$ cat src/hdl/vsot_pkg.sv
// ----------------------------------------------------------------------------
// vsot_pkg: shared types and constants of the voxel store
// volume geometry, derived widths, opcodes, sequencer states and memory words
// ----------------------------------------------------------------------------
`default_nettype none

package vsot_pkg;

  // volume geometry
  localparam int VOL_WIDTH  = 64;
  localparam int VOL_HEIGHT = 64;
  localparam int VOL_DEPTH  = 64;

  localparam int CELL_SHIFT = 3;
  localparam int CELLS_X    = (VOL_WIDTH + 7) / 8;
  localparam int CELLS_Y    = (VOL_HEIGHT + 7) / 8;
  localparam int CELLS_Z    = (VOL_DEPTH + 7) / 8;
  localparam int CELL_COUNT  = CELLS_X * CELLS_Y * CELLS_Z;
  localparam int VOXEL_COUNT = VOL_WIDTH * VOL_HEIGHT * VOL_DEPTH;

  // address and position widths
  localparam int VOX_AW  = (VOXEL_COUNT > 1) ? $clog2(VOXEL_COUNT) : 1;
  localparam int CELL_AW = (CELL_COUNT > 1) ? $clog2(CELL_COUNT) : 1;
  localparam int X_W     = (VOL_WIDTH > 1) ? $clog2(VOL_WIDTH) : 1;
  localparam int Y_W     = (VOL_HEIGHT > 1) ? $clog2(VOL_HEIGHT) : 1;
  localparam int Z_W     = (VOL_DEPTH > 1) ? $clog2(VOL_DEPTH) : 1;
  localparam int RX_W    = $clog2(VOL_WIDTH + 1);
  localparam int RY_W    = $clog2(VOL_HEIGHT + 1);

  // field widths
  localparam int OP_W       = 2;
  localparam int CRD_W      = 16;
  localparam int VAL_W      = 8;
  localparam int SOLID_W    = 19;
  localparam int RECT_OUT_W = 7;
  localparam int CNT_W      = 10;
  localparam logic [CNT_W-1:0] COUNT_MAX = 10'd1023;

  // shared adder width
  localparam int ALU_W = (VOX_AW > SOLID_W) ? VOX_AW : SOLID_W;

  // register port
  localparam int APB_AW    = 3;
  localparam int APB_DW    = 32;
  localparam int REG_IDX_W = APB_AW - 2;
  localparam logic [REG_IDX_W-1:0] REG_TRACKING = '0;

  typedef enum logic [OP_W-1:0] {
    OP_READ,
    OP_WRITE,
    OP_TAKE_RECT,
    OP_TAKE_FLAG
  } opcode_e;

  typedef enum logic {
    ALU_ADD,
    ALU_SUB
  } alu_op_e;

  typedef logic [ALU_W-1:0] alu_word_t;

  typedef struct packed {
    alu_op_e   op;
    alu_word_t a;
    alu_word_t b;
  } alu_req_t;

  typedef enum logic [3:0] {
    ST_CLEAR,
    ST_IDLE,
    ST_ADR_VT,
    ST_ADR_CT,
    ST_ADR_VI,
    ST_ADR_CI,
    ST_READ,
    ST_EVAL,
    ST_CNT,
    ST_TOT,
    ST_WRBK,
    ST_RESP
  } state_e;

  typedef struct packed {
    logic [RX_W-1:0] lo_x;
    logic [RY_W-1:0] lo_y;
    logic [RX_W-1:0] hi_x;
    logic [RY_W-1:0] hi_y;
  } rect_t;

  localparam rect_t RECT_EMPTY = '{
    lo_x: RX_W'(VOL_WIDTH),
    lo_y: RY_W'(VOL_HEIGHT),
    hi_x: '0,
    hi_y: '0
  };

  typedef struct packed {
    logic [CNT_W-1:0] cnt;
    logic             occ;
    logic             chg;
  } cell_t;

  typedef struct packed {
    logic              en;
    logic [VOX_AW-1:0] addr;
    logic [VAL_W-1:0]  data;
  } vox_wr_t;

  typedef struct packed {
    logic               en;
    logic [CELL_AW-1:0] addr;
    cell_t              data;
  } cell_wr_t;

  typedef struct packed {
    logic           en;
    logic [Z_W-1:0] addr;
    rect_t          data;
  } rect_wr_t;

  typedef struct packed {
    logic [VOX_AW-1:0]  vox;
    logic [CELL_AW-1:0] coarse;
    logic [Z_W-1:0]     rect;
  } mem_rd_addr_t;

  typedef struct packed {
    logic [VAL_W-1:0] vox;
    cell_t            coarse;
    rect_t            rect;
  } mem_rd_data_t;

endpackage

`default_nettype wire

$ cat src/hdl/vsot_alu.sv
// ----------------------------------------------------------------------------
// vsot_alu: shared add/subtract unit
// one operation per cycle, used for address steps and count updates
// ----------------------------------------------------------------------------
`default_nettype none

module vsot_alu import vsot_pkg::*; (
  input  wire alu_req_t  req_i,
  output alu_word_t      sum_o
);

  always_comb begin
    case (req_i.op)
      ALU_ADD: sum_o = req_i.a + req_i.b;
      ALU_SUB: sum_o = req_i.a - req_i.b;
      default: sum_o = req_i.a;
    endcase
  end

endmodule

`default_nettype wire

$ cat config.mk
export PLATFORM = sky130hd
export DESIGN_NAME = vsot_alu
export DESIGN_NICKNAME = d
export VERILOG_FILES = /design/src/hdl/vsot_pkg.sv /design/src/hdl/vsot_alu.sv
export SDC_FILE = /design/constraint.sdc
export NUM_CORES = 1
export LEC_CHECK = 0
export BUFFER_PORTS_ARGS = -buffer_cell sky130_fd_sc_hd__buf_2
export CAP_MARGIN = 40
export CORE_MARGIN = 2
export CORE_UTILIZATION = 40
export DETAILED_ROUTE_END_ITERATION = 16
export PLACE_DENSITY = 0.7
export SLEW_MARGIN = 15
export SYNTH_ARGS = -nofsm -noshare
export SYNTH_HDL_FRONTEND = slang
export SYNTH_SLANG_ARGS = --single-unit
$ cat constraint.sdc
create_clock -name vclk -period 6.85
set_input_delay 1.37 -clock vclk [all_inputs]
set_output_delay 1.37 -clock vclk [all_outputs]
set_load 0.02 [all_outputs]
* Yosys cells after proc, flatten, opt, wreduce, memory -nomap -nowiden
Index checks and enable logic that the tools add are counted.
Storage, ports and cells: register bits after elaboration 0, logic and storage cells 4
Cells by class: add/subtract/negate cells 2, multiplexer cells 1, bitwise gates (word level) 1
Operators by type and width (number):
- case mux 19 bit (2 select lines) | 1
- adder 19 bit | 1
- subtractor 19 bit | 1
- inverter 1 bit | 1

* Logic depth before layout (Yosys ltp)
word-level depth 2, mapped depth 13, mapped depth without buffers 13

* Worst setup path before layout
No wires, ideal clock.
path type input-to-output, start input req_i[4] (netlist bit), end output sum_o[16], data arrival time 4087 ps, required time 5480 ps, setup slack 1393 ps, stages on the path 10, path buffers 0, cell sequence or4_4 -> nor4_1 -> a31oi_1 -> xnor2_1 -> ha_1 -> nand4_1 -> or2_2 -> o31ai_1 -> a21oi_1 -> xnor2_1
On the way: longest elaborated chain between the ends 2
RTL lines:
- start, declared | line vsot_alu.sv:8 | input wire alu_req_t req_i,
- subtractor 19 bit or adder 19 bit (tied branches) | line vsot_alu.sv:15, vsot_alu.sv:14
- case mux 19 bit (2 select lines) (*) | line vsot_alu.sv:13 | case (req_i.op)
- end, declared | line vsot_alu.sv:9 | output alu_word_t sum_o
Mark *: on every way between the ends. The rest lies on a longest branch, timed or not.

* Worst setup path in the final report
start input req_i[4] (netlist bit), end output sum_o[18]
Same word-level chain as after synthesis.

==> impl_metrics.toml <==
[worst_setup_path]
criticalPathCategory = "in2out"
critPathRequiredTime_ns = 5.48
cp-end-kind = "output pin"
startpoint_type = "primary input"
worstPathMaxFanout = 5
worstPathArrival_ns = 4.61

[synth]
syn-num-nets = 240
yosysWarningCount = 0
yosysSeqAreaShare = 0
syn_inst = 181
avgSynthCellArea_um2 = 7.04
ys_types = 42
syn_area_um2 = 1270

[route]
via_per_inst = 5.19
ant_nets = 0
vias = 1454
drtIter0Drc = 60
firstDrtPassIters = 4
totalWireLength_mm = 3.23
wl_per_cell_um = 11.5
drc = 0

[min_path]
min_from = "req_i[19]"
hold_class = "in2out"
hold_end = "sum_o[0]"
hold_path_depth = 5

[grt]
grt_max_degree = 19
grtUsageTotal = 0.169
grt_pass1_wl_mm = 4.96
grt_pass1_vias = 1200
antenna_found_initial = 0
grt_overflow_total = 0

[die]
dieArea_um2 = 3650
core.rowCount = 20
start_util = 0.418
fp.dieH_um = 60.5
io_pins = 58
die_w_um = 60.5
core-area_um2 = 3050

[clock_network]
postCtsSetupBuffers = 0
postCtsResizedCells = 0
holdBufCountCts = 0

[place]
dp_hpwl_mm = 2.81
placed_area_um2 = 1610
place.gp.congestion = 0.927
port_buffers = 58

[final_layout]
regArea_um2 = 0
final.clkbuf_count = 0
fill_cells = 334
mostFrequentLayoutCells = "buf_2, xnor2_1, a21oi_1"
multi_input_area_um2 = 1220
final_cell_area_um2 = 1610
antenna_cells = 0
seq_cell_count = 0
area_delta_synth_final_pct = 26.2
final_nets = 297
drive_above_1_share = 0.288
layout_commonest_cell = "buf_2"

[sta]
holdWs_ns = 3.15
rsz0062_at_grt = "no"
fmax_mhz = 167
slew_headroom = 0.493
setup_viol = 0
hold_viol = 0
fin_crit_sh = 0.872
period_needed_ns = 5.98
final_max_slew_viol_count = 0
finalSetupTns_ns = 0
tightest_slew_ns = 0.749

[power]
clkPwrFrac = 0
p_switching_w = 0.000145
power.leakage_nw = 0.753
powerDensity_nw_per_um2 = 151
intPower_w = 0.0000987
p_seq_frac = 0
ir_drop_v = 0.0000782
swShare = 0.595
comb_power_share = 1.000

[outcome]
status = "finished, final reports clean"

[flow_run]
maxCapViolations = 0
-- cell type report --
type | instances | share of cell area
repair buffers | 58 | 0.180
well taps | 44 | 0.0342
multi-input cells | 167 | 0.760
inverters | 11 | 0.0257
-- Yosys cell counts, drive strengths merged, types with 2 or more instances --
cell type	n	area, um^2
a31oi	6	43.8
nand4	2	12.5
o31ai	2	15.0
ha	19	238
o21ai	11	58.8
o21a	3	22.5
nor3	7	35.0
nand2	9	33.8
a21o	4	30.0
xor2	4	35.0
nand2b	2	12.5
nor2	17	63.8
xnor2	28	253
o211ai	2	15.0
nor2b	4	32.5
or4	4	41.3
inv	11	41.3
a21oi	25	125
o21bai	2	15.0
clkbuf	2	7.51
nand3	2	10.0
-- logic make-up after synthesis --
| family | after synthesis | share of synthesized area |
|---|---|---|
| buffers and inverters | 14 | 0.0412 |
| XOR/XNOR | 32 | 0.226 |
| adder cells (fa/ha/maj) | 20 | 0.202 |
| AND/OR/NAND/NOR | 53 | 0.228 |
| AO/OA/AOI/OAI | 61 | 0.295 |
| multiplexers | 1 | 0.00785 |
-- how the worst max path moves through the flow --
| stage | startpoint | to | slack [ns] | cells after the start |
|---|---|---|---|---|
| after floorplan | req_i[4] | sum_o[16] | 1.39 | 10 |
| after global placement | req_i[4] | sum_o[18] | 0.95 | 12 |
| after detailed placement | req_i[4] | sum_o[18] | 0.90 | 12 |
| after CTS | req_i[4] | sum_o[18] | 0.88 | 12 |
| after global routing | req_i[4] | sum_o[18] | 0.63 | 13 |
| final | req_i[4] | sum_o[18] | 0.87 | 12 |
-- worst max-delay path, cell delays in order --
cell,delay (ns)
buf_2,0.12
or4_4,0.54
nor4_1,0.58
nor2_1,0.11
xnor2_1,0.16
ha_1,0.23
or4_1,0.43
o21ai_2,0.27
o21ai_1,0.14
a221oi_1,0.32
xnor2_1,0.15
buf_2,0.18
-- metrics by stage --
| stage | util | total power, W | std cells | setup slack (ns) |
|---|---|---|---|---|
| finish | 0.527 | 0.000244 | 280 | 0.873 |
| global route | 0.527 | 0.000267 | 280 | 0.627 |
| CTS | 0.527 | 0.000243 | 280 | 0.876 |
| detailed placement | 0.527 | 0.000242 | 280 | 0.895 |
| global placement | 0.527 | 0.000242 | 280 | 0.954 |
| floorplan | - | 0.000175 | 181 | 1.39 |
-- routing by layer --
metal  vias to the layer above  track usage  share of wire
li1                        771            -              -
met1                       642        0.243           0.48
met2                        41        0.304           0.47
met3                         0      0.00213          0.046
met4                         0            0              0
met5                         -            0              0
-- power by group through the flow --
stage	combinational (W)	sequential, W	clock [W]
final	0.000244	0	0
after global routing	0.000267	0	0
after CTS	0.000243	0	0
after detailed placement	0.000242	0	0
after global placement	0.000242	0	0
after floorplan	0.000175	0	0
Note: power is estimated with default switching activity, not from simulation.
