`config.mk`:
```
export PLATFORM = sky130hd
export DESIGN_NAME = vsot_ram
export DESIGN_NICKNAME = d
export VERILOG_FILES = /design/src/hdl/vsot_ram.sv
export SDC_FILE = /design/constraint.sdc
export NUM_CORES = 1
export LEC_CHECK = 0
export ABC_AREA = 1
export ABC_CLOCK_PERIOD_IN_PS = 3270
export BUFFER_PORTS_ARGS = -buffer_cell sky130_fd_sc_hd__buf_4
export CAP_MARGIN = 20
export CORE_MARGIN = 8
export CORE_UTILIZATION = 45
export DETAILED_ROUTE_END_ITERATION = 10
export GPL_ROUTABILITY_DRIVEN = 0
export GPL_TIMING_DRIVEN = 1
export PLACE_DENSITY = 0.61
export SETUP_SLACK_MARGIN = 0.2
export SLEW_MARGIN = 20
export SYNTH_ARGS = -nofsm -noshare
export SYNTH_HDL_FRONTEND = slang
export SYNTH_SLANG_ARGS = --single-unit
```
`constraint.sdc`:
```
create_clock -name clk_i -period 3.27 [get_ports clk_i]
set_clock_uncertainty 0.05 [all_clocks]
set_input_delay 0.981 -clock clk_i [delete_from_list [all_inputs] [get_ports clk_i]]
set_output_delay 0.981 -clock clk_i [all_outputs]
set_load 0.02 [all_outputs]
```
`src/hdl/vsot_ram.sv`:
```
// ----------------------------------------------------------------------------
// vsot_ram: generic simple dual-port ram
// one write port, one read port with registered read data
// ----------------------------------------------------------------------------
`default_nettype none

module vsot_ram #(
  parameter int WIDTH = 8,
  parameter int DEPTH = 64
) (
  input  wire logic                                      clk_i,
  input  wire logic                                      we_i,
  input  wire logic [((DEPTH > 1) ? $clog2(DEPTH) : 1)-1:0] waddr_i,
  input  wire logic [WIDTH-1:0]                          wdata_i,
  input  wire logic [((DEPTH > 1) ? $clog2(DEPTH) : 1)-1:0] raddr_i,
  output logic      [WIDTH-1:0]                          rdata_o
);

  logic [WIDTH-1:0] mem_q [DEPTH];
  logic [WIDTH-1:0] rdata_q;

  always_ff @(posedge clk_i) begin
    if (we_i) begin
      mem_q[waddr_i] <= wdata_i;
    end
    rdata_q <= mem_q[raddr_i];
  end

  assign rdata_o = rdata_q;

endmodule

`default_nettype wire

```
Word level (Yosys, flattened, before mapping)
Memories as Yosys holds them, arrays and structs flattened. A register that Yosys moved wholly into a read port is not among the register bits.
Cells that the tools add are included.
{ "op_classes": {"n_mux": 2} }
{ "ops": {"columns": ["op", "count"], "rows": [
  ["1-bit two-way mux", 2]
]} }
{ "word_totals": {"ramBits": 512, "out_inout_bits": 8, "register_bits": 0, "input_bits": 22, "mem_count": 1} }
{ "memory_table": {"columns": ["memory", "depth", "width", "read_ports", "rd_ports_with_merged_regs", "wr", "line", "rtl"], "rows": [
  ["mem_q", 64, 8, 1, 1, 1, "19", "logic [WIDTH-1:0] mem_q [DEPTH];"]
]} }

Longest topological paths before layout
{ "logic_depth": {"ltp_word": 2, "depth_mapped": 12} }

Worst setup path before layout
OpenSTA, ideal clock, no wires.
{ "synth_timing": {"kind": "input port to flip-flop", "start": "input port we_i", "end": "memory mem_q[48][0] (enable)", "stages": 3, "required_time_ns": 2.825, "n_path_buf": 1, "arrival_time_ns": 2.352, "slack_ns": 0.473, "setup_time_ns": 0.395, "path_cell_list": "clkbuf_1 nand4_1 nor4_1"} }
{ "synth_via": {"elab_chain_cells": 2} }
{ "synth_rtl": {"columns": ["item", "line", "rtl"], "rows": [
  ["start, declared", "12", "input wire logic we_i,"],
  ["1-bit two-way mux", "23", "if (we_i) begin"],
  ["1-bit two-way mux (not written as such)", "24", "mem_q[waddr_i] <= wdata_i;"],
  ["end, declared", "19", null]
]} }
Every way passes these cells.

Worst setup path in the final report
{ "layout_timing": {"start": "register rdata_q[4] (netlist: rdata_o[4]), read port of mem_q", "end": "output port rdata_o[4]"} }
{ "layout_lines": {"columns": ["item", "line", "rtl"], "rows": [
  ["start, declared", "20", "logic [WIDTH-1:0] rdata_q;"],
  ["end, declared", "16", "output logic [WIDTH-1:0] rdata_o"]
]} }
No word-level cell between the ends.

==> flow_summary.html <==
<table>
<tr><th>Metric</th><th>Value</th></tr>
<tr><th colspan="2">Outcome</th></tr>
<tr><td>Status</td><td>finished, final reports clean</td></tr>
<tr><th colspan="2">Placement</th></tr>
<tr><td>Number of input and output port buffers inserted</td><td>29</td></tr>
<tr><td>Total half-perimeter wirelength after legalization and detailed placement</td><td>30,900 um</td></tr>
<tr><td>Cell area after placement</td><td>22,400 sq um</td></tr>
<tr><th colspan="2">Die</th></tr>
<tr><td>IO Count</td><td>30</td></tr>
<tr><td>Die outline height</td><td>234 um</td></tr>
<tr><td>Core Box Area</td><td>47,200 sq um</td></tr>
<tr><td>Row cnt</td><td>80</td></tr>
<tr><td>Die Area</td><td>54,600 sq um</td></tr>
<tr><td>Chip Width</td><td>234 um</td></tr>
<tr><td>Starting Density</td><td>45.2%</td></tr>
<tr><th colspan="2">Setup path</th></tr>
<tr><td>Series of cell instances along the critical path</td><td>buf_4</td></tr>
<tr><td>Arrival time reported for the critical path endpoint</td><td>1290 ps</td></tr>
<tr><td>Buffer and inverter count on the worst path</td><td>1</td></tr>
<tr><td>Critical path origin</td><td>rdata_o[4]</td></tr>
<tr><td>Cell type group with the largest total delay on the critical path</td><td>flip-flops</td></tr>
<tr><td>Critical Path Source Type</td><td>register</td></tr>
<tr><td>CP peak stage delay</td><td>480 ps</td></tr>
<tr><td>Critical path capture point</td><td>rdata_o[4]</td></tr>
<tr><td>Crit Path Category</td><td>reg -&gt; out</td></tr>
<tr><td>Crit path required time</td><td>2240 ps</td></tr>
<tr><td>Worst reg-to-reg setup slack</td><td>1740 ps</td></tr>
<tr><td>Reg-to-reg critical path endpoint</td><td>rdata_o[1]</td></tr>
<tr><td>Depth of the critical timing path with buffers and inverters included</td><td>1</td></tr>
<tr><td>Reg-to-reg startpoint</td><td>mem_q[19][1]</td></tr>
<tr><td>Library cell contributing the largest single delay on the critical path</td><td>dfxtp_1</td></tr>
<tr><td>Worst setup EP type</td><td>output pin</td></tr>
<tr><td>Depth of the worst register-to-register path</td><td>8</td></tr>
<tr><td>Biggest fanout along the worst timing path</td><td>1</td></tr>
<tr><th colspan="2">Route</th></tr>
<tr><td>Total vias in the final route</td><td>13,800</td></tr>
<tr><td>Number of iterations in the first detailed-routing pass</td><td>6</td></tr>
<tr><td>Total routed wirelength</td><td>54,600 um</td></tr>
<tr><td>DR iter-0 viols</td><td>1,415</td></tr>
<tr><td>Antenna viol nets, final</td><td>0</td></tr>
<tr><td>Average via count per standard cell</td><td>5.48</td></tr>
<tr><td>Routed len/inst</td><td>21.6 um</td></tr>
<tr><td>Post-detailed-route DRC marker count</td><td>0</td></tr>
<tr><th colspan="2">Yosys</th></tr>
<tr><td>Sequential element share of the synthesized area</td><td>72.8%</td></tr>
<tr><td>Number of nets produced by synthesis</td><td>1,827</td></tr>
<tr><td>Largest cells by area after synthesis</td><td>edfxtp_1 (72%), nand2_1 (11%), nand3_1 (10%), buf_6 (1.8%), nor2_1 (0.99%)</td></tr>
<tr><td>Yosys reg bits</td><td>520</td></tr>
<tr><td>Yosys top cell area share</td><td>72.0%</td></tr>
<tr><td>Cell Area, Synth</td><td>21,300 sq um</td></tr>
<tr><td>Synthesized area per cell</td><td>11.8 sq um</td></tr>
<tr><td>Number of distinct standard cells referenced by the synthesized netlist</td><td>16</td></tr>
<tr><td>Cells after synthesis</td><td>1,805</td></tr>
<tr><td>Cell type with the largest total area after synthesis</td><td>edfxtp_1</td></tr>
<tr><td>Synthesis warning total</td><td>0</td></tr>
<tr><th colspan="2">Timing</th></tr>
<tr><td>Count of endpoints failing hold in the final timing report</td><td>0</td></tr>
<tr><td>Maximum achievable frequency</td><td>0.431 GHz</td></tr>
<tr><td>Sum Neg Setup Slack</td><td>0 ps</td></tr>
<tr><td>Unrepaired setup endpoints after global routing</td><td>false</td></tr>
<tr><td>Final setup viols</td><td>0</td></tr>
<tr><td>Final max-slew violation count</td><td>0</td></tr>
<tr><td>Time the final worst path needs with I/O delays and setup</td><td>2320 ps</td></tr>
<tr><td>Transition time of the tightest slew-check pin</td><td>859 ps</td></tr>
<tr><td>Period Utilization, post-route</td><td>70.9%</td></tr>
<tr><td>Worst slew margin relative to its limit</td><td>42.7%</td></tr>
<tr><th colspan="2">Clock tree</th></tr>
<tr><td># hold bufs at CTS</td><td>0</td></tr>
<tr><td>TritonCTS clock tree</td><td>done</td></tr>
<tr><td>Clock-pin slew of the registers on the worst-case setup and hold paths</td><td>60 ps</td></tr>
<tr><td>Max H-tree Level</td><td>2</td></tr>
<tr><td>Longest Clk Path Bufs</td><td>3</td></tr>
<tr><td>CTS Buf Count</td><td>52</td></tr>
<tr><td>Resized cells post-CTS</td><td>0</td></tr>
<tr><td>Number of sinks driven by the clock tree</td><td>520</td></tr>
<tr><td># Post-CTS Setup Buffers</td><td>0</td></tr>
<tr><td>Worst skew pair latency</td><td>600 ps</td></tr>
<tr><td>Cell at the root of the clock tree</td><td>clkbuf_16</td></tr>
<tr><th colspan="2">Hold path</th></tr>
<tr><td>Type of the most critical hold path</td><td>in -&gt; reg</td></tr>
<tr><td>Beginning of the worst hold path</td><td>raddr_i[5]</td></tr>
<tr><th colspan="2">GRT</th></tr>
<tr><td>Gr ovfl total</td><td>0</td></tr>
<tr><td>Maximum number of pins on one net before global-route repair</td><td>129</td></tr>
<tr><td>Global-route wire length before repair</td><td>83,500 um</td></tr>
<tr><td>Initial antenna violation count</td><td>4</td></tr>
<tr><td>Aggregate global-route resource usage</td><td>20.2%</td></tr>
<tr><td>Vias in the first global route</td><td>13,600</td></tr>
<tr><th colspan="2">Layout</th></tr>
<tr><td># diodes</td><td>0</td></tr>
<tr><td>Number of filler cells placed in the layout</td><td>4,183</td></tr>
<tr><td>Area overhead of the layout relative to synthesis</td><td>12.9%</td></tr>
<tr><td>Most frequent standard cell in the layout excluding fill and tap cells</td><td>nand2_1</td></tr>
<tr><td>Most frequent cells in the layout</td><td>nand2_1 (648), edfxtp_1 (512), nand3_1 (439)</td></tr>
<tr><td>Area of all sequential standard cells</td><td>15,500 sq um</td></tr>
<tr><td>Net count of the finished layout</td><td>1,895</td></tr>
<tr><td>Utilization of the core after routing</td><td>51.0%</td></tr>
<tr><td>Share of layout cells above drive strength 1</td><td>10.7%</td></tr>
<tr><td>Post-route standard cell area excluding fillers</td><td>24,100 sq um</td></tr>
<tr><td>Multi-input logic area</td><td>4950 sq um</td></tr>
<tr><th colspan="2">Pwr</th></tr>
<tr><td>Static Leakage</td><td>8.77 nW</td></tr>
<tr><td>Power density normalized to cell area</td><td>593 nW/um^2</td></tr>
<tr><td>Worst supply voltage drop on vdd</td><td>0.410 mV</td></tr>
<tr><th colspan="2">Job</th></tr>
<tr><td>Number of max-cap violations</td><td>0</td></tr>
</table>
==> stage by stage <==
| stage | total power [W] | std cells | worst slack [ps] | hold WS, ps |
|---|---|---|---|---|
| 3_5_place_dp | 0.00844 | 2434 | 444 | 754 |
| 5_1_grt | 0.0147 | 2524 | 933 | 692 |
| 4_1_cts | 0.0143 | 2524 | 949 | 661 |
| 2_1_floorplan | 0.00807 | 1805 | 473 | 672 |
| 6_report | 0.0143 | 2524 | 952 | 691 |
| 3_3_place_gp | 0.00843 | 2434 | 465 | 740 |
==> worst min path at each step <==
stage | cells after the start | slack (ps) | to
global placement | 8 | 740 | rdata_o[3]
floorplan | 8 | 670 | rdata_o[0]
detailed placement | 8 | 750 | rdata_o[2]
finish | 3 | 690 | rdata_o[7]
CTS | 3 | 660 | rdata_o[7]
global route | 3 | 690 | rdata_o[2]
==> cells by family (layout without fill, tap and decap cells) <==
| logic type | count (synthesis) | count (layout) | synth area share, % |
|---|---|---|---|
| and+or+nand+nor | 1160 | 1160 | 23.2 |
| DFF | 520 | 520 | 72.8 |
| buffers and inverters | 125 | 229 | 4.02 |
==> synthesized netlist by cell type (all sizes together) <==
cell type / n
buf: 98
clkbuf: 15
dfxtp: 8
edfxtp: 512
inv: 12
nand2: 648
nand3: 439
nand4: 9
nor2: 56
nor4: 8
==> routing by layer <==
layer / up-vias / track usage (%) / part of all wire, %
li1: 6475 / - / -
met1: 6746 / 28.2 / 43
met2: 488 / 32.0 / 47
met3: 115 / 3.35 / 7.0
met4: 6 / 6.65 / 2.8
met5: - / 0 / 0.057
==> where the power goes <==
part           internal [W]  switching (W)  leakage, nW
Combinational      0.000235       0.000665         3.27
Sequential          0.00738      0.0000200         4.67
Clock               0.00352        0.00246        0.834
==> sequential cells by signal (all words and copies together), names as in the netlist <==
| name | flops |
|---|---|
| mem_q | 512 |
| rdata_o | 8 |
==> final cells by class <==
| class | instances | share of cell area (%) |
|---|---|---|
| sequential | 520 | 64.5 |
| multi-input combinational | 1160 | 20.5 |
| clock buffer | 70 | 6.10 |
| timing repair buffer | 127 | 4.49 |
| tap | 615 | 3.20 |
| clock inverter | 20 | 0.946 |
| inverter | 12 | 0.218 |
Note: power is estimated with default switching activity, not from simulation.
